File: src/slzps_pkg.sv
`timescale 1ns / 1ps
// ----------------------------------------------------------------------------
// slzps_pkg
// Types, constants and SHA-256 helpers for the proof-of-work search.
// ----------------------------------------------------------------------------
package slzps_pkg;

  localparam int unsigned Rounds = 64;
  localparam logic [8:0] DiffMax = 9'd256;
  localparam logic [8:0] DiffReset = 9'd16;
  localparam logic [31:0] LastCtr = 32'hFFFF_FFFE;
  localparam logic [31:0] MsgBits = 32'd64;
  localparam logic [31:0] PadWord = 32'h8000_0000;

  localparam logic [31:0] K_TAB [Rounds] = '{
    32'h428a2f98, 32'h71374491, 32'hb5c0fbcf, 32'he9b5dba5,
    32'h3956c25b, 32'h59f111f1, 32'h923f82a4, 32'hab1c5ed5,
    32'hd807aa98, 32'h12835b01, 32'h243185be, 32'h550c7dc3,
    32'h72be5d74, 32'h80deb1fe, 32'h9bdc06a7, 32'hc19bf174,
    32'he49b69c1, 32'hefbe4786, 32'h0fc19dc6, 32'h240ca1cc,
    32'h2de92c6f, 32'h4a7484aa, 32'h5cb0a9dc, 32'h76f988da,
    32'h983e5152, 32'ha831c66d, 32'hb00327c8, 32'hbf597fc7,
    32'hc6e00bf3, 32'hd5a79147, 32'h06ca6351, 32'h14292967,
    32'h27b70a85, 32'h2e1b2138, 32'h4d2c6dfc, 32'h53380d13,
    32'h650a7354, 32'h766a0abb, 32'h81c2c92e, 32'h92722c85,
    32'ha2bfe8a1, 32'ha81a664b, 32'hc24b8b70, 32'hc76c51a3,
    32'hd192e819, 32'hd6990624, 32'hf40e3585, 32'h106aa070,
    32'h19a4c116, 32'h1e376c08, 32'h2748774c, 32'h34b0bcb5,
    32'h391c0cb3, 32'h4ed8aa4a, 32'h5b9cca4f, 32'h682e6ff3,
    32'h748f82ee, 32'h78a5636f, 32'h84c87814, 32'h8cc70208,
    32'h90befffa, 32'ha4506ceb, 32'hbef9a3f7, 32'hc67178f2
  };

  localparam logic [0:7][31:0] IV = {
    32'h6a09e667, 32'hbb67ae85, 32'h3c6ef372, 32'ha54ff53a,
    32'h510e527f, 32'h9b05688c, 32'h1f83d9ab, 32'h5be0cd19
  };

  // one candidate in flight through the rounds
  typedef struct packed {
    logic             vld;
    logic             last;
    logic [31:0]      ctr;
    logic [0:7][31:0] hv;   // working variables a..h
    logic [0:15][31:0] w;   // schedule window, w[0] is this round's word
  } slzps_item_t;

  // candidate after digest check
  typedef struct packed {
    logic        vld;
    logic        hit;
    logic        last;
    logic [31:0] ctr;
  } slzps_res_t;

  function automatic logic [31:0] rotr(input logic [31:0] x, input int unsigned n);
    return (x >> n) | (x << (32 - n));
  endfunction

  function automatic logic [31:0] bswap(input logic [31:0] x);
    return {x[7:0], x[15:8], x[23:16], x[31:24]};
  endfunction

endpackage

File: src/slzps_round.sv
`timescale 1ns / 1ps
// ----------------------------------------------------------------------------
// slzps_round
// One registered SHA-256 round plus one schedule word.
// ----------------------------------------------------------------------------
module slzps_round #(
  parameter int unsigned RoundIdx = 0
) (
  input  logic                 clk,
  input  logic                 rst_n,
  input  logic                 flush,
  input  slzps_pkg::slzps_item_t d_in,
  output slzps_pkg::slzps_item_t d_out
);
  import slzps_pkg::*;

  slzps_item_t q_r, q_nxt;
  logic [31:0] t1, t2, s0, s1, w_new;

  always_comb begin
    t1 = d_in.hv[7] + (rotr(d_in.hv[4], 6) ^ rotr(d_in.hv[4], 11) ^ rotr(d_in.hv[4], 25))
       + ((d_in.hv[4] & d_in.hv[5]) ^ (~d_in.hv[4] & d_in.hv[6]))
       + K_TAB[RoundIdx] + d_in.w[0];
    t2 = (rotr(d_in.hv[0], 2) ^ rotr(d_in.hv[0], 13) ^ rotr(d_in.hv[0], 22))
       + ((d_in.hv[0] & d_in.hv[1]) ^ (d_in.hv[0] & d_in.hv[2]) ^ (d_in.hv[1] & d_in.hv[2]));
    s0 = rotr(d_in.w[1], 7) ^ rotr(d_in.w[1], 18) ^ (d_in.w[1] >> 3);
    s1 = rotr(d_in.w[14], 17) ^ rotr(d_in.w[14], 19) ^ (d_in.w[14] >> 10);
    w_new = d_in.w[0] + s0 + d_in.w[9] + s1;

    q_nxt      = d_in;
    // reset and flush both clear the valid bit
    q_nxt.vld  = rst_n & d_in.vld & ~flush;
    q_nxt.hv   = {t1 + t2, d_in.hv[0], d_in.hv[1], d_in.hv[2],
                  d_in.hv[3] + t1, d_in.hv[4], d_in.hv[5], d_in.hv[6]};
    q_nxt.w    = {d_in.w[1:15], w_new};
  end

  always_ff @(posedge clk) begin
    q_r <= q_nxt;
  end

  assign d_out = q_r;

endmodule

File: config.mk
export PLATFORM = sky130hd
export DESIGN_NAME = slzps_round
export DESIGN_NICKNAME = d
export VERILOG_FILES = /design/src/slzps_pkg.sv /design/src/slzps_round.sv
export SDC_FILE = /design/constraint.sdc
export NUM_CORES = 1
export LEC_CHECK = 0
export BUFFER_PORTS_ARGS = -buffer_cell sky130_fd_sc_hd__buf_2
export CAP_MARGIN = 20
export CORE_AREA = 2 2 628 630
export CTS_CLUSTER_SIZE = 30
export DETAILED_ROUTE_END_ITERATION = 8
export DIE_AREA = 0 0 630 632
export PLACE_DENSITY = 0.3
export SYNTH_ARGS = -nofsm -noshare
export SYNTH_HDL_FRONTEND = slang
export SYNTH_SLANG_ARGS = --single-unit
File: constraint.sdc
create_clock -name clk -period 10.77 [get_ports clk]
set_clock_uncertainty 0.15 [all_clocks]
set_input_delay 0 -clock clk [delete_from_list [all_inputs] [get_ports clk]]
set_output_delay 0 -clock clk [all_outputs]
set_load 0.02 [all_outputs]
==> metrics.md, run 1 <==
| Metric | Value |
|---|---|
| Run status | `finished, final reports clean` |
| CP dominant cell by count | `a21o_1` |
| CTS tree | `built` |
| WL final | `roughly 290000 µm` |
| Power Density | `~280 nW/µm²` |
| Final Hold Fails | `0` |
| Initial antenna violation count | `approximately 120` |
| Initial Util | `about 7.5%` |
| Post-synth ARST share | `0%` |
| Final setup viols | `0` |
| Ports | `~1.6k` |
| Worst Setup End Kind | `flip-flop` |
| Gate Count Post-Synth | `roughly 2.4k` |
| Critical path class | `input port to flip-flop` |
| Horiz. Die Dim | `between 600 and 700 µm` |
| Compound-Gate Fraction of Synth Area | `under 10%` |
| Crit-path max cell delay | `approximately 0.6 ns` |
| Min-Delay Path Class | `input port to flip-flop` |
| RSZ-0062 raised after global routing | `no` |
| Most frequent cells after synthesis | `dfxtp_1, inv_1, xnor2_1, fa_1, ha_1` |
| Total number of vias | `slightly above 30k` |
| Tightest Pin Transition | `around 1.0 ns` |
| Startpoint types | `input port` |
| Routability cong. | `0.928` |
| IO Port Bufs | `1606` |
| Fin crit share | `74.4%` |
| Fin nets | `a little under 7k` |
| DRC | `0` |
| Die height | `632 µm` |
| Post-Synth Adder-Cell Area | `between 15 and 20%` |
| Max reg flops | `802` |
| CP delay by family, top | `buffers and inverters` |
| Worst hold endpoint | `d_out[627]$_DFF_P_` |
| CTS root buf | `clkbuf_16` |
| First-pass GRT wire length | `roughly 360000 µm` |
| Syn_nets | `approximately 3.5k` |
| Register area share after synthesis | `between 50% and 60%` |
| Simple-Gate Fraction of Synth Area | `under 10%` |
| Layout cells sized above 1 | `between 30% and 40%` |
| Hold Buf Count CTS | `approximately 1.5k` |
| Area share of the largest cell type after synthesis | `54.7%` |
| DR pass1 iterations | `4` |
| Largest family of logic cells by synthesized area | `adder cells` |
| Final instance area | `62900 µm²` |
| Pwr Total | `about 18 mW` |
| Postcts setup bufs | `0` |
| Max Buffers Root-to-Sink | `4` |
| Minimum clock period | `around 8 ns` |
| Top-count cell post-synth | `dfxtp_1` |
| CTS resizes | `0` |
| Row count | `230` |
| Synth Area in XOR/XNOR | `10.7%` |
| Total track usage | `around 14%` |
| Die ar. | `~400000 µm²` |
| Leading area contributor after synthesis | `dfxtp_1` |
| Final Slew Violations | `0` |
| # clock sinks | `about 800` |
| #FFs+latches synth | `between 800 and 900` |
| Total of max-cap violations | `0` |
| Prevailing post-synth register cell | `dfxtp_1` |
| Worst relative slew slack | `32.8%` |
| Buf/Inv on CP | `6` |
| Yosys warnings | `0` |
| CP Max Fanout | `8` |
| ANT nets after route | `0` |
| Setup_tns | `0 ns` |
| Hold Path Depth | `4` |
| Arr. time, crit path | `~8.6 ns` |
| Clock transition at the registers of the reported paths | `approximately 0.060 ns` |
| Inst Count DP | `a little over 9k` |
| CP max-delay cell | `dlygate4sd3_1` |
| Cts bufs inserted | `between 100 and 150` |
| Mux contribution to synthesized area | `1.26%` |
| Pin count of the biggest net entering global routing | `17` |
| Largest cells by area after synthesis | `dfxtp_1, fa_1, xnor2_1` |
| Core Box Area | `391000 µm²` |
| Vias per cell | `approximately 2.8` |
| Cell Area, Placed | `approximately 44000 µm²` |
| Min-delay src | `d_in[659]` |
| Overflow after GRT | `0` |
| WL/cell | `roughly 26 µm` |
| EDFF count, synth | `0` |
| Number of global-route vias before repair | `approximately 34k` |
| Cell Area, Synth | `29400 µm²` |
| H-tree depth | `3` |
| CP Data Required Time | `between 10 and 15 ns` |
| Area Overhead vs Synth | `114%` |
| Number of DRC markers in iteration 0 | `759` |
| VDD IR max | `~0.17 mV` |
| Mean post-synth cell area | `~12 µm²` |
| Non-filler cells, final | `between 10k and 15k` |
| Max frequency | `125 MHz` |
| Distinct cells, synth | `67` |
| DP Wirelength | `249000 µm` |
| Leak | `about 28 nW` |
-- metal layers --
metal	global-route usage (%)	part of all wire, %
met3	2.77	4.8
met2	30.6	60
met5	0	0.081
met4	5.72	4.6
met1	11.9	30
-- worst min-delay path: cells and delay by family --
family	cells	cell delay [ns]
buffers and inverters	2	0.72
xor gates and xnor gates	1	0.09
adders and majority gates	1	0.23
-- area by class of cell --
type                       count  area, µm²
sequential                   802      16100
tap                         5220       6530
multi-input combinational   1270      12000
clock buffer                 150       3160
fill                       44000     329000
clock inverter                52        596
timing repair buffer        3125      23200
inverter                     339       1270
antenna                       30       75.1
-- metrics by stage --
stage | setup WS, ns | util (%) | hold slack [ns]
after floorplan | 4.62 | - | -0.122
after global placement | 2.50 | 11.3 | -0.0476
after detailed placement | 2.46 | 11.3 | -0.0464
after CTS | 2.84 | 16.0 | 0.00933
after global routing | 2.08 | 16.1 | 0.0594
final | 2.75 | 16.1 | 0.116
-- cells by family after synthesis --
| family | after synthesis |
|---|---|
| and+or+nand+nor | 196 |
| muxes | 34 |
| adders and majority gates | 311 |
| AOI/OAI and AO/OA | 370 |
| buffers and inverters | 349 |
| DFF | 802 |
| xor gates and xnor gates | 359 |
-- worst max path at each step --
| stage | from | slack (ns) | depth (start not counted) | end |
|---|---|---|---|---|
| 2_1_floorplan | d_in[616] | 4.62 | 30 | d_out[766]$_DFF_P_ |
| 3_3_place_gp | d_in[616] | 2.50 | 30 | d_out[766]$_DFF_P_ |
| 3_5_place_dp | d_in[616] | 2.46 | 30 | d_out[766]$_DFF_P_ |
| 4_1_cts | d_in[634] | 2.84 | 32 | d_out[639]$_DFF_P_ |
| 5_1_grt | d_in[628] | 2.08 | 31 | d_out[639]$_DFF_P_ |
| 6_report | d_in[628] | 2.75 | 31 | d_out[639]$_DFF_P_ |
-- power breakdown --
part           internal (mW)  leakage (nW)  switching (mW)
clock                   2.26          1.82            1.66
sequential              3.43          6.77           0.103
combinational           4.19          19.6            6.16
total                   9.88          28.2            7.93
-- layout by cell type, fill, tap and decap left out, drive strengths merged, types with 4 or more instances in the layout --
cell type    Yosys  final
nand2           38     38
a311o            4      4
a31oi            9      9
buf              2   1638
or3              5      5
nor3            14     14
o21bai          17     17
diode            0     30
a211oi          10     10
a21o            88     88
nand3           20     20
nand4            7      7
xor2           136    136
o21ai           84     84
and2             7      7
o31a             4      4
o21a            14     14
and3            10     10
dlygate4sd3      0   1487
clkinvlp         0     11
nand2b          15     15
fa             157    157
ha             152    152
dfxtp          802    802
bufinv           0      8
clkbuf           8    150
o31ai            5      5
a211o            4      4
a21oi          100    100
mux2i           10     10
clkinv           0     20
nor4             4      4
inv            339    352
nor2b           13     13
mux2            24     24
nor2            50     50
xnor2          223    223
o211ai           5      5
Note: power is estimated with default switching activity, not from simulation.
==> run 2, diff against run 1 <==
==> constraint.sdc (replaced) <==
create_clock -name clk -period 7.2 [get_ports clk]
set_clock_uncertainty 0.15 [all_clocks]
set_input_delay 0 -clock clk [delete_from_list [all_inputs] [get_ports clk]]
set_output_delay 0 -clock clk [all_outputs]
set_load 0.02 [all_outputs]
==> run 2 against run 1 <==
Effect of this change:
- sequential power rose by 49%
- worst hold slack got worse by 0.072 ns
- clock power rose by 57%
==> metrics.md, run 2 (synthesis gave the netlist of run 1 again) <==
| Metric | Value |
|---|---|
| Cts bufs inserted | `114 (+0.88%)` |
| Slack of the critical path | `0.450 ns (-2.30 ns)` |
| Run status | `finished, final reports clean` |
| Number of DRC markers in iteration 0 | `936 (+23%)` |
| Area Overhead vs Synth | `120%` |
| Setup_tns | `0 ns (unchanged)` |
| Die height | `632 µm (unchanged)` |
| Initial Util | `7.50% (unchanged)` |
| Worst Setup End Kind | `flip-flop` |
| IO Port Bufs | `1606 (unchanged)` |
| Horiz. Die Dim | `630 µm (unchanged)` |
| Max frequency | `~150 MHz` |
| DP Wirelength | `252000 µm (+1.2%)` |
| Row count | `230 (unchanged)` |
| ANT nets after route | `0 (unchanged)` |
| Place WS | `-0.443 ns (-2.90 ns)` |
| Commonest non-fill, non-tap cells in the layout | `buf_2, dlygate4sd3_1, dfxtp_1` |
| CTS tree | `built` |
| First-pass GRT wire length | `362000 µm (+0.59%)` |
| Critical path class | `input port to flip-flop` |
| Clock transition at the registers of the reported paths | `0.06 ns (about the same)` |
| Power Density | `449 nW/µm² (+59%)` |
| Routability cong. | `0.935 (+0.74%)` |
| Max reg flops | `802 (unchanged)` |
| Final setup viols | `0 (unchanged)` |
| Fillers | `43.8k (-0.32%)` |
| Total number of vias | `31.1k (+0.97%)` |
| Initial antenna violation count | `121 (unchanged)` |
| Overflow after GRT | `0 (unchanged)` |
| VDD IR max | `0.256 mV (+47%)` |
| Arr. time, crit path | `7.33 ns (-1.25 ns)` |
| CP Data Required Time | `7.78 ns (-3.55 ns)` |
| Final Slew Violations | `0 (unchanged)` |
| DRC | `0 (unchanged)` |
| Fin crit share | `between 90 and 100%` |
| Worst relative slew slack | `29.9% (-2.9 points)` |
| Die ar. | `398000 µm² (unchanged)` |
| Max Buffers Root-to-Sink | `4 (unchanged)` |
| Minimum clock period | `between 6 and 7 ns` |
| RSZ-0062 raised after global routing | `no` |
| Min-Delay Path Class | `input port to flip-flop` |
| Fin nets | `6918 (+2.3%)` |
| Startpoint types | `input port` |
| Number of global-route vias before repair | `34.1k (+0.90%)` |
| Total of max-cap violations | `0 (unchanged)` |
| Total track usage | `14.1% (+0.095 points)` |
| Final Hold Fails | `0 (unchanged)` |
| Most common cell after layout, fill and taps aside | `buf_2` |
| DR pass1 iterations | `5 (+1)` |
| WL/cell | `26.1 µm (-0.72%)` |
| Pin count of the biggest net entering global routing | `18 (+1)` |
| Internal power | `16.7 mW (+69%)` |
| Vias per cell | `2.79 (-0.50%)` |
| Ports | `1607 (unchanged)` |
| WL final | `291000 µm (+0.75%)` |
| Leak | `29.1 nW (+3.4%)` |
| CTS root buf | `clkbuf_16` |
| H-tree depth | `3 (unchanged)` |
| Share of power burned in registers | `18.3% (-1.6 points)` |
| Layout cells sized above 1 | `35.1% (+2.5 points)` |
| Hold Path Depth | `3 (-1)` |
| CP Max Fanout | `2 (-6)` |
| Core Box Area | `391000 µm² (unchanged)` |
| Tightest Pin Transition | `1.05 ns (+0.0475 ns)` |
| Switching Share | `42.2% (-2.3 points)` |
| Psw | `12.2 mW (+54%)` |
| Comb power frac | `60.5% (+2.4 points)` |
| Clock share of power | `21.2% (-0.8 points)` |
| # clock sinks | `802 (unchanged)` |
-- run 2: changes by cell type in the layout (fill, tap and decap cells not counted), moves of 7 or more --
cell / before / now
buf_4: 29 / 189
bufinv_16: 8 / 17
clkbuf_1: 19 / 12
dlygate4sd3_1: 1487 / 1472
xnor2_1: 222 / 214
xnor2_2: 1 / 9
-- run 2: worst paths after layout --
check      start            endpoint
min    d_in[616]  d_out[584]$_DFF_P_
max    d_in[628]  d_out[766]$_DFF_P_
-- run 2: metrics by stage --
stage,instances,hold slack (ns),total power [mW],utilization [%],area (µm²)
after floorplan,2421,-0.122,14.3,-,29400
after global placement,9430,-0.0476,22.1,11.6,45400
after detailed placement,9432,-0.0464,22.1,11.6,45400
after CTS,11100,0.00294,29.8,16.4,64100
after global routing,11100,0.0159,31.4,16.5,64400
final,11200,0.0441,29.0,16.5,64500
-- run 2: cell type report --
cell class	instances	area (µm²)	area share, %
Timing Repair Buffer	3277	24400	37.8
Sequential cell	802	16100	24.9
Multi-Input combinational cell	1270	12200	18.9
Tap cell	5220	6530	10.1
Clock buffer	138	3070	4.77
Inverter	339	1270	1.97
Clock inverter	68	917	1.42
Antenna cell	36	90.1	0.140
-- run 2: per-layer routing --
metal,track usage [%],part of all wire (%),wire (µm),up-vias
li1,-,-,-,14600
met1,12.2,31,89100,14900
met2,30.6,60,174000,1090
met3,2.88,4.8,13900,419
met4,5.37,4.6,13500,28
met5,0,0.061,177,-
-- run 2: critical path: stages --
cell and delay [ns]:
dlymetal6s4s_1 0.25, dlygate4sd3_1 0.61, buf_2 0.16, xor2_1 0.15
xnor2_1 0.16, fa_1 0.56, inv_1 0.05, fa_1 0.44
ha_1 0.22, or4_1 0.58, o2111ai_2 0.30, nand2_1 0.12
a21o_1 0.18, a21oi_1 0.43, xnor2_1 0.26, inv_1 0.11
fa_1 0.52, inv_1 0.04, ha_1 0.28, a21oi_1 0.18
o21bai_1 0.09, a211o_1 0.32, a2111oi_2 0.33, o41ai_1 0.20
a211oi_1 0.36, o21bai_1 0.11, a21oi_1 0.18, xnor2_1 0.13
-- run 2: what timing repair did --
item                       4_1_cts  5_1_grt
setup endpoints to repair        0        5
hold buffers                  1471        3
gates resized for setup          0       35
buffers inserted                 0        3
hold endpoints to repair       758        3
-- run 2: power by group through the flow --
stage	registers, mW	clock network, mW	logic [mW]
after floorplan	5.99	0	8.31
after global placement	5.39	0	16.7
after detailed placement	5.38	0	16.7
after CTS	5.30	6.44	18.0
after global routing	5.34	6.58	19.5
final	5.29	6.16	17.5
