[src/slzps_pkg.sv]
`timescale 1ns / 1ps
// ----------------------------------------------------------------------------
// slzps_pkg
// Types, constants and SHA-256 helpers for the proof-of-work search.
// ----------------------------------------------------------------------------
package slzps_pkg;

  localparam int unsigned Rounds = 64;
  localparam logic [8:0] DiffMax = 9'd256;
  localparam logic [8:0] DiffReset = 9'd16;
  localparam logic [31:0] LastCtr = 32'hFFFF_FFFE;
  localparam logic [31:0] MsgBits = 32'd64;
  localparam logic [31:0] PadWord = 32'h8000_0000;

  localparam logic [31:0] K_TAB [Rounds] = '{
    32'h428a2f98, 32'h71374491, 32'hb5c0fbcf, 32'he9b5dba5,
    32'h3956c25b, 32'h59f111f1, 32'h923f82a4, 32'hab1c5ed5,
    32'hd807aa98, 32'h12835b01, 32'h243185be, 32'h550c7dc3,
    32'h72be5d74, 32'h80deb1fe, 32'h9bdc06a7, 32'hc19bf174,
    32'he49b69c1, 32'hefbe4786, 32'h0fc19dc6, 32'h240ca1cc,
    32'h2de92c6f, 32'h4a7484aa, 32'h5cb0a9dc, 32'h76f988da,
    32'h983e5152, 32'ha831c66d, 32'hb00327c8, 32'hbf597fc7,
    32'hc6e00bf3, 32'hd5a79147, 32'h06ca6351, 32'h14292967,
    32'h27b70a85, 32'h2e1b2138, 32'h4d2c6dfc, 32'h53380d13,
    32'h650a7354, 32'h766a0abb, 32'h81c2c92e, 32'h92722c85,
    32'ha2bfe8a1, 32'ha81a664b, 32'hc24b8b70, 32'hc76c51a3,
    32'hd192e819, 32'hd6990624, 32'hf40e3585, 32'h106aa070,
    32'h19a4c116, 32'h1e376c08, 32'h2748774c, 32'h34b0bcb5,
    32'h391c0cb3, 32'h4ed8aa4a, 32'h5b9cca4f, 32'h682e6ff3,
    32'h748f82ee, 32'h78a5636f, 32'h84c87814, 32'h8cc70208,
    32'h90befffa, 32'ha4506ceb, 32'hbef9a3f7, 32'hc67178f2
  };

  localparam logic [0:7][31:0] IV = {
    32'h6a09e667, 32'hbb67ae85, 32'h3c6ef372, 32'ha54ff53a,
    32'h510e527f, 32'h9b05688c, 32'h1f83d9ab, 32'h5be0cd19
  };

  // one candidate in flight through the rounds
  typedef struct packed {
    logic             vld;
    logic             last;
    logic [31:0]      ctr;
    logic [0:7][31:0] hv;   // working variables a..h
    logic [0:15][31:0] w;   // schedule window, w[0] is this round's word
  } slzps_item_t;

  // candidate after digest check
  typedef struct packed {
    logic        vld;
    logic        hit;
    logic        last;
    logic [31:0] ctr;
  } slzps_res_t;

  function automatic logic [31:0] rotr(input logic [31:0] x, input int unsigned n);
    return (x >> n) | (x << (32 - n));
  endfunction

  function automatic logic [31:0] bswap(input logic [31:0] x);
    return {x[7:0], x[15:8], x[23:16], x[31:24]};
  endfunction

endpackage

[src/slzps_check.sv]
`timescale 1ns / 1ps
// ----------------------------------------------------------------------------
// slzps_check
// Final digest add, then leading-zero test against the difficulty mask.
// ----------------------------------------------------------------------------
module slzps_check (
  input  logic                  clk,
  input  logic                  rst_n,
  input  logic                  flush,
  input  logic [255:0]          mask,
  input  slzps_pkg::slzps_item_t d_in,
  output slzps_pkg::slzps_res_t  res
);
  import slzps_pkg::*;

  logic             vld_r, last_r;
  logic [31:0]      ctr_r;
  logic [0:7][31:0] dig_r, dig_nxt;
  slzps_res_t       res_r, res_nxt;

  always_comb begin
    for (int i = 0; i < 8; i++) begin
      dig_nxt[i] = IV[i] + d_in.hv[i];
    end
    // reset and flush both clear the valid bit
    res_nxt.vld  = rst_n & vld_r & ~flush;
    res_nxt.hit  = ((dig_r & mask) == '0);
    res_nxt.last = last_r;
    res_nxt.ctr  = ctr_r;
  end

  always_ff @(posedge clk) begin
    dig_r  <= dig_nxt;
    ctr_r  <= d_in.ctr;
    last_r <= d_in.last;
    res_r  <= res_nxt;
    if (!rst_n) begin
      vld_r <= 1'b0;
    end else begin
      vld_r <= d_in.vld & ~flush;
    end
  end

  assign res = res_r;

endmodule

[config.mk]
export PLATFORM = sky130hd
export DESIGN_NAME = slzps_check
export DESIGN_NICKNAME = d
export VERILOG_FILES = /design/src/slzps_pkg.sv /design/src/slzps_check.sv
export SDC_FILE = /design/constraint.sdc
export NUM_CORES = 1
export LEC_CHECK = 0
export BUFFER_PORTS_ARGS = -buffer_cell sky130_fd_sc_hd__buf_2
export CORE_AREA = 5 5 425 427
export CTS_BUF_LIST = sky130_fd_sc_hd__clkbuf_16
export DETAILED_ROUTE_END_ITERATION = 8
export DIE_AREA = 0 0 430 432
export HOLD_SLACK_MARGIN = 0.12
export SYNTH_ARGS = -nofsm -noshare
export SYNTH_HDL_FRONTEND = slang
export SYNTH_SLANG_ARGS = --single-unit
[constraint.sdc]
create_clock -name clk -period 2.6 [get_ports clk]
set_clock_uncertainty 0.1 [all_clocks]
set_input_delay 0.52 -clock clk [delete_from_list [all_inputs] [get_ports clk]]
set_output_delay 0.52 -clock clk [all_outputs]
set_load 0.05 [all_outputs]
==> run summary, run 1 <==
- Top FF cell, synth: dfxtp_1
- final design instance area without fill: 0.0248 mm^2
- core outline area: 0.176 mm^2
- starting utilization of the core area: 7.48%
- root buffer cell: clkbuf_16
- worst r2r src: dig_r[235]
- maximum clock frequency: 385 MHz
- final setup fails: 0
- Post-Syn Area: 0.0131 mm^2
- all-layer global routing usage: 13.8%
- # DRC: 0
- RSZ-0062 raised after global routing: no
- share of the clock period used by the worst path after layout: 99.8%
- Ys Warns: 0
- layout cells sized above 1: 37.8%
- RD Place Congestion: 0.849
- violation count after the first detailed-routing iteration: 1266
- mean instance size in the synthesized netlist: 10.0 um^2
- maximum fanout encountered on the critical timing path: 4
- number of distinct standard cells referenced by the synthesized netlist: 76
- share of synthesized area occupied by flip-flops and latches: 49.5%
- total number of vias: 15919
- number of nets in the layout: 3448
- number of sinks driven by the clock tree: 325
- vias in the first global route: 15678
- standard-cell rows: 154
- run status: complete, no violations
- final wirelength: 134000 um
- cell types occupying the most area after synthesis: dfxtp_1 50%, xnor2_1 8.0%, xor2_1 5.7%, a221oi_1 3.1%, a22o_1 2.9%
- most used standard cells in the synthesized netlist: 325 x dfxtp_1, 120 x xnor2_1, 89 x nand2_1
- Pleak: 10.2 nW
- area share of the largest cell type after synthesis: 49.5%
- Via-to-Cell Ratio: 3.29
- area growth from synthesis to final layout: 88.8%
- pin count of the biggest net entering global routing: 14
- required time at the worst-slack endpoint: 3.10 ns
- number of synthesized flops with an enable pin: 0
- Async SR Flop Fraction: 0%
- most instantiated library cell after synthesis: dfxtp_1
- dominant cell type by area after synthesis: dfxtp_1
- worst min-delay path class: in2reg
- Worst Path Arrival: 3.10 ns
- overall overflow remaining after global route: 0
- die width: 430 um
- number of search-and-repair iterations in the first detailed-routing pass: 5
- Max Root-Sink Buffers: 3
- Total Neg Setup Slack: 0 ns
- final number of hold-violating endpoints: 0
- number of buffers added by the clock tree synthesis step: 46
- max-capacitance violation count: 0
- height of the die: 432 um
- global-route wire length before repair: 165000 um
- WL per Instance: 27.8 um
- Worst IR Drop VDD: 0.000360 V
- cell area after placement: 0.0205 mm^2
- placed wire-length estimate after detailed placement: 120000 um
- floorplan die area: 0.186 mm^2
- setup slack, reg-to-reg: 0.14 ns
- Synth Register Bits: 325
- element type at the critical path start: input pin
- post-layout minimum cycle time: 2.60 ns
- Critical Setup Path Class: in2reg
- hold_sp: d_in[619]
- Final Slew Violations: 0
- I/O Buffers: 583
- origin of the worst setup path: d_in[609]
- number of instances in the synthesized netlist: 1311
- clock-pin slew on the worst setup and hold paths: 0.06 ns
- worst slew margin relative to its limit: 44.5%
- transition time of the tightest slew-check pin: 0.831 ns
- number of placed I/O pins: 1096
- TritonCTS clock tree: yes
- ANT nets after route: 0
- post-synth net total: 2380
- Skew-Pair Late Insertion Delay: 0.66 ns
- CP Capture Type: flip-flop
- PD cells: 624 mW/mm^2
- Max H-tree Level: 2
- initial antenna violation count: 182
- Hold Slack: 0.124 ns
## flip-flops by register name (all words and copies together) (netlist names)
register and cells:
vld_r 1, res 35, ctr_r 32, dig_r 256, last_r 1
## stage by stage
stage	utilization, %	setup WS (ns)	total power [mW]	cells
after global placement	11.7	-0.497	8.66	4427
after detailed placement	11.7	-0.515	8.66	4427
final	14.1	0.00419	15.5	4841
after global routing	14.1	0.00105	16.1	4793
after floorplan	-	0.235	6.53	1311
after CTS	13.9	0.00971	15.8	4753
## power by group
| group | switching, mW | total [mW] | leakage (nW) | internal, mW |
|---|---|---|---|---|
| clock network | 2.92 | 6.58 | 0.738 | 3.66 |
| registers | 0.382 | 5.84 | 2.74 | 5.45 |
| logic | 1.71 | 3.07 | 6.68 | 1.36 |
## layout by cell type (no fill, tap or decap), types with 8 or more instances in the layout
master	instances
a21o_1	8
a21oi_1	45
a221oi_1	42
a22o_1	44
a22oi_1	40
a31oi_1	14
and3_1	13
buf_2	583
buf_4	213
clkbuf_16	46
clkinv_1	13
dfxtp_1	325
diode_2	85
dlygate4sd3_1	238
inv_1	40
nand2_1	89
nand2b_1	8
nand3_1	35
nand4_1	28
nor2_1	72
nor3_1	49
nor4_1	13
o21a_1	8
o21ai_0	37
o21ai_1	18
o31ai_1	12
or3_1	8
xnor2_1	119
xor2_1	85
## final cells by class
| class | count | area, um^2 |
|---|---|---|
| clock buffers | 46 | 1150 |
| repair buffers | 1037 | 6940 |
| clock inverters | 39 | 344 |
| inverters | 37 | 139 |
| flip-flops and latches | 325 | 6510 |
| well taps | 2340 | 2930 |
| diodes | 85 | 213 |
| multi-input cells | 932 | 6590 |
| fillers | 20042 | 151000 |
## kinds of logic after synthesis
| family | after synthesis | synth area share (%) |
|---|---|---|
| adders and majority gates | 8 | 0.762 |
| xor gates and xnor gates | 206 | 13.7 |
| DFF | 325 | 49.5 |
| and+or+nand+nor | 368 | 14.4 |
| buffers and inverters | 54 | 1.55 |
| AOI/OAI and AO/OA | 350 | 20.1 |
## critical path: stages
cell,delay (ns)
buf_2,0.12
dlygate4sd3_1,0.57
inv_1,0.05
ha_1,0.19
nor3b_1,0.14
a211oi_1,0.38
o21ai_1,0.20
nor4_1,0.27
o21ai_1,0.14
xor2_2,0.34
buf_4,0.19
## what timing repair did
action                     in CTS  in global routing
hold endpoints to repair      204                  3
hold buffers                  241                  3
pin swaps                       1                  9
resized for setup               7                 25
buffers inserted                0                  4
setup endpoints to repair       1                 20
## routing by layer
| metal | part of all wire (%) | GRT usage, % | vias to the layer above |
|---|---|---|---|
| met5 | 0.47 | 0 | - |
| met4 | 4.4 | 5.48 | 98 |
| met3 | 12 | 6.99 | 291 |
| met2 | 43 | 20.8 | 938 |
| met1 | 41 | 16.7 | 7470 |
| li1 | - | - | 7122 |
## final timing paths
kind / end / cells after the start
worst max-delay path: dig_r[126] / 11
worst min-delay path: dig_r[107] / 2
worst max register to register: res[33] / 10
worst min register to register: res[2] / 0
(Power assumes the default switching activity.)
==> run 2, diff against run 1 <==
Settings changed: ABC_CLOCK_PERIOD_IN_PS set to 2600, BUFFER_PORTS_ARGS -buffer_cell sky130_fd_sc_hd__buf_2 to unset, DONT_BUFFER_PORTS set to 1, PLACE_DENSITY set to 0.3.
==> run summary, run 2 (synthesis gave the netlist of run 1 again) <==
- relative contribution of combinational cells to total power: 16.5%
- top register by number of flip-flops: dig_r
- number of placed I/O pins: 1096
- share of the clock period used by the worst path after layout: 99.1%
- placed wire-length estimate after detailed placement: 110000 um
- pin count of the biggest net entering global routing: 15
- setup slack, reg-to-reg: 0.11 ns
- most frequent standard cell in the layout excluding fill and tap cells: dlygate4sd3_1
- standard-cell rows: 154
- fillcell total: 20168
- floorplan die area: 0.186 mm^2
- area growth from synthesis to final layout: 77.6%
- CP Capture Type: flip-flop
- initial antenna violation count: 90
- Total Neg Setup Slack: 0 ns
- height of the die: 432 um
- end of the worst register-to-register path: res[33]
- TritonCTS clock tree: yes
- I/O Buffers: 0
- max-capacitance violation count: 0
- core utilization of the finished layout: 13.3%
- Max Root-Sink Buffers: 3
- maximum fanout encountered on the critical timing path: 5
- final setup fails: 0
- all-layer global routing usage: 13.4%
- clock-pin slew on the worst setup and hold paths: 0.06 ns
- RD Place Congestion: 0.886
- footprint of the flip-flops and latches: 0.00651 mm^2
- Max H-tree Level: 2
- Skew-Pair Late Insertion Delay: 0.66 ns
- Worst IR Drop VDD: 0.000438 V
- core outline area: 0.176 mm^2
- run status: complete, no violations
- number of nets in the layout: 2997
- r2r worst-path depth: 9
- worst r2r src: dig_r[253]
- Largest register FFs: 256
- worst min-delay path class: in2reg
- capturing instance or port of the critical path: dig_r[141]
- area of the multi-input gates: 0.00653 mm^2
- ANT nets after route: 0
- die width: 430 um
- most frequent cells in the layout: 390 x dlygate4sd3_1, 325 x dfxtp_1, 187 x buf_4, 119 x xnor2_1, 89 x nand2_1
- PD cells: 690 mW/mm^2
- total number of vias: 13834
- number of buffers added by the clock tree synthesis step: 49
- overall overflow remaining after global route: 0
- layout cells sized above 1: 15.8%
- element type at the critical path start: input pin
- Critical Setup Path Class: in2reg
- number of sinks driven by the clock tree: 325
- Pleak: 8.48 nW
- required time at the worst-slack endpoint: 3.10 ns
- clock power share: 46.8%
- worst slew margin relative to its limit: 40.9%
- violation count after the first detailed-routing iteration: 872
- starting utilization of the core area: 7.48%
- post-layout minimum cycle time: 2.58 ns
- number of search-and-repair iterations in the first detailed-routing pass: 5
- Internal Dissipation: 11.2 mW
- origin of the worst setup path: d_in[641]
- final wirelength: 130000 um
- transition time of the tightest slew-check pin: 0.885 ns
- instance count along the most critical hold path: 1
- sequential share of power: 36.7%
- global-route wire length before repair: 160000 um
- # DRC: 0
- Via-to-Cell Ratio: 3.19
- reported net switching power: 4.89 mW
- WL per Instance: 30.0 um
- final number of hold-violating endpoints: 0
- root buffer cell: clkbuf_16
- Final Slew Violations: 0
- maximum clock frequency: 388 MHz
- Worst Path Arrival: 3.08 ns
- share of total power consumed by net switching: 30.4%
- vias in the first global route: 14047
-- run 2: stage by stage --
stage | worst slack [ns] | area [um^2] | total power, mW | cells | hold WS [ns]
floorplan | 0.235 | 13100 | 6.53 | 1311 | 0.210
global placement | -0.421 | 17500 | 8.04 | 3825 | 0.210
detailed placement | -0.424 | 17500 | 8.01 | 3825 | 0.212
CTS | 0.0120 | 23100 | 16.6 | 4306 | 0.120
global route | -0.00425 | 23300 | 16.9 | 4318 | 0.130
finish | 0.0224 | 23300 | 16.1 | 4340 | 0.134
-- run 2: layout make-up --
class | instances | area share, %
clock inverter | 43 | 2.25
sequential | 325 | 27.9
antenna | 31 | 0.332
inverter | 37 | 0.595
tap | 2340 | 12.5
multi-input combinational | 932 | 28.0
timing repair buffer | 583 | 23.1
clock buffer | 49 | 5.25
-- run 2: per-layer routing --
| metal | routed length [um] | vias up | track usage, % |
|---|---|---|---|
| li1 | - | 6172 | - |
| met1 | 50800 | 6678 | 15.4 |
| met2 | 60900 | 733 | 22.2 |
| met3 | 13900 | 201 | 6.19 |
| met4 | 4470 | 50 | 4.26 |
| met5 | 335 | - | 0 |
-- run 2: worst min-delay path by stage --
stage               from         end  slack [ns]
5_1_grt        d_in[705]  dig_r[193]        0.13
3_5_place_dp   ctr_r[11]     res[11]        0.21
2_1_floorplan   ctr_r[0]      res[0]        0.21
3_3_place_gp   ctr_r[31]     res[31]        0.21
6_report       d_in[705]  dig_r[193]        0.13
4_1_cts        d_in[605]   dig_r[93]        0.12
-- run 2: critical path: stages --
cell,delay (ns)
dlygate4sd3_1,0.56
ha_2,0.20
or4_4,0.44
buf_4,0.17
a211o_1,0.34
nor2_1,0.15
xor2_1,0.14
dlygate4sd3_1,0.55
-- run 2: what timing repair did --
item / in CTS / in global routing
setup endpoints to repair: 1 / 10
hold buffers: 389 / 3
gates resized for setup: 2 / 17
endpoints found under the hold margin: 283 / 3
pin swaps: 0 / 2
setup buffers: 0 / 1
-- run 2: power by group through the flow --
| stage | Clock [mW] | Combinational [mW] | Sequential, mW |
|---|---|---|---|
| after floorplan | 0 | 0.788 | 5.74 |
| after global routing | 8.06 | 2.84 | 5.95 |
| after detailed placement | 0 | 1.96 | 6.05 |
| after CTS | 7.93 | 2.71 | 5.95 |
| final | 7.53 | 2.66 | 5.91 |
| after global placement | 0 | 1.98 | 6.05 |
==> run 3, diff against run 2 <==
Settings changed: SETUP_SLACK_MARGIN set to 0.15.
==> run summary, run 3 (synthesis gave the netlist of run 1 again) <==
- footprint of the flip-flops and latches: 0.00651 mm^2
- endpoint of the worst hold path: dig_r[193]
- most frequent cells in the layout: 390 x dlygate4sd3_1, 322 x dfxtp_1, 187 x buf_4, 120 x xnor2_1, 89 x nand2_1
- worst slew margin relative to its limit: 41.0%
- Hold Slack: 0.134 ns
- element type at the critical path start: input pin
- initial antenna violation count: 88
- floorplan die area: 0.186 mm^2
- vias in the first global route: 14136
- height of the die: 432 um
- area growth from synthesis to final layout: 78.7%
- most frequent standard cell in the layout excluding fill and tap cells: dlygate4sd3_1
- WL per Instance: 29.9 um
- top routing layer used: met5
- core utilization of the finished layout: 13.4%
- number of nets in the layout: 2999
- standard-cell rows: 154
- total number of vias: 13797
- violation count after the first detailed-routing iteration: 819
- hold_sp: d_in[705]
- number of search-and-repair iterations in the first detailed-routing pass: 5
- worst min-delay path class: in2reg
- share of the clock period used by the worst path after layout: 95.4%
- r2r worst-path depth: 9
- final setup fails: 0
- top register by number of flip-flops: dig_r
- Max H-tree Level: 2
- global-route wire length before repair: 160000 um
- ANT nets after route: 0
- maximum fanout encountered on the critical timing path: 3
- max-capacitance violation count: 0
- Pleak: 8.53 nW
- Largest register FFs: 256
- pin count of the biggest net entering global routing: 15
- met3 routed WL: 13800 um
- fillcell total: 20180
- Worst IR Drop VDD: 0.000441 V
- area of the multi-input gates: 0.00665 mm^2
- run status: complete, no violations
- die width: 430 um
- Max Root-Sink Buffers: 3
- required time at the worst-slack endpoint: 3.10 ns
- core outline area: 0.176 mm^2
- # DRC: 0
- clock-pin slew on the worst setup and hold paths: 0.06 ns
- Final Slew Violations: 0
- Worst Path Arrival: 2.98 ns
- Total Neg Setup Slack: 0 ns
- number of sinks driven by the clock tree: 325
- all-layer global routing usage: 13.4%
- PD cells: 687 mW/mm^2
- maximum clock frequency: 403 MHz
- starting utilization of the core area: 7.48%
- overall overflow remaining after global route: 0
- RSZ-0062 raised after global routing: no
- number of buffers added by the clock tree synthesis step: 49
- CP Capture Type: flip-flop
- setup slack, reg-to-reg: 0.26 ns
- Via-to-Cell Ratio: 3.17
- sum of met2 wire segment lengths after detailed routing: 59800 um
- instance count along the most critical hold path: 1
- placed wire-length estimate after detailed placement: 110000 um
- number of placed I/O pins: 1096
- final number of hold-violating endpoints: 0
- layout cells sized above 1: 16.8%
- post-layout minimum cycle time: 2.48 ns
- end of the worst register-to-register path: res[33]
- worst r2r src: dig_r[253]
- met1 routed wirelength after detailed routing: 50900 um
- root buffer cell: clkbuf_16
- I/O Buffers: 0
- transition time of the tightest slew-check pin: 0.884 ns
- Critical Setup Path Class: in2reg
- Skew-Pair Late Insertion Delay: 0.66 ns
- final wirelength: 130000 um
- TritonCTS clock tree: yes
- RD Place Congestion: 0.886
-- run 3: changes by cell type in the layout (fill, tap and decap cells not counted), moves of 2 or more --
cell,before,now
a221oi_1,43,40
a221oi_2,2,4
a22o_1,44,42
a31oi_1,14,12
a31oi_2,0,2
dfxtp_1,325,322
dfxtp_2,0,3
diode_2,31,35
dlymetal6s4s_1,1,3
nor3_1,49,46
nor3_2,0,3
o21ai_1,19,16
o21ai_2,4,7
-- run 3: layer usage --
layer,vias up,track usage [%]
li1,6186,-
met1,6629,15.3
met2,733,21.8
met3,199,6.23
met4,50,4.95
met5,-,0
-- run 3: final cells by class --
type                       count  area share [%]
inverter                      37           0.591
sequential                   325            27.7
clock buffer                  49            5.22
tap                         2340            12.5
clock inverter                43            2.24
antenna                       35           0.373
timing repair buffer         585            23.1
multi-input combinational    932            28.3
-- run 3: worst max path at each step --
stage          startpoint         end  slack (ns)  depth (start not counted)
2_1_floorplan   d_in[673]  dig_r[189]        0.23                          7
3_3_place_gp    d_in[544]   dig_r[48]       -0.42                         11
3_5_place_dp    d_in[544]   dig_r[48]       -0.42                         11
4_1_cts        dig_r[245]     res[33]        0.16                         11
5_1_grt         d_in[578]   dig_r[86]        0.15                         13
6_report        d_in[678]  dig_r[190]        0.12                          9
-- run 3: worst max-delay path, stage by stage --
cell	delay (ns)
dlygate4sd3_1	0.58
inv_1	0.14
a21oi_1	0.12
o31ai_1	0.45
a21oi_1	0.20
buf_4	0.17
nor2_1	0.10
xnor2_1	0.14
dlygate4sd3_1	0.56
-- run 3: metrics by stage --
| step | power [mW] | cell area (um^2) | std cells | setup slack, ns |
|---|---|---|---|---|
| 6_report | 16.1 | 23500 | 4346 | 0.120 |
| 5_1_grt | 16.9 | 23400 | 4322 | 0.145 |
| 4_1_cts | 16.6 | 23200 | 4309 | 0.162 |
| 3_5_place_dp | 8.01 | 17500 | 3825 | -0.424 |
| 3_3_place_gp | 8.04 | 17500 | 3825 | -0.421 |
| 2_1_floorplan | 6.53 | 13100 | 1311 | 0.235 |
-- run 3: what timing repair did --
action | in CTS | in global routing
pin swaps | 0 | 9
hold buffers | 392 | 2
endpoints found under the hold margin | 283 | 2
buffers inserted | 0 | 1
endpoints found under the setup margin | 1 | 19
gates resized for setup | 8 | 37
-- run 3: power breakdown --
part,internal [mW],switching (mW)
logic,1.30,1.38
clock network,4.47,3.07
registers,5.46,0.461
total,11.2,4.91
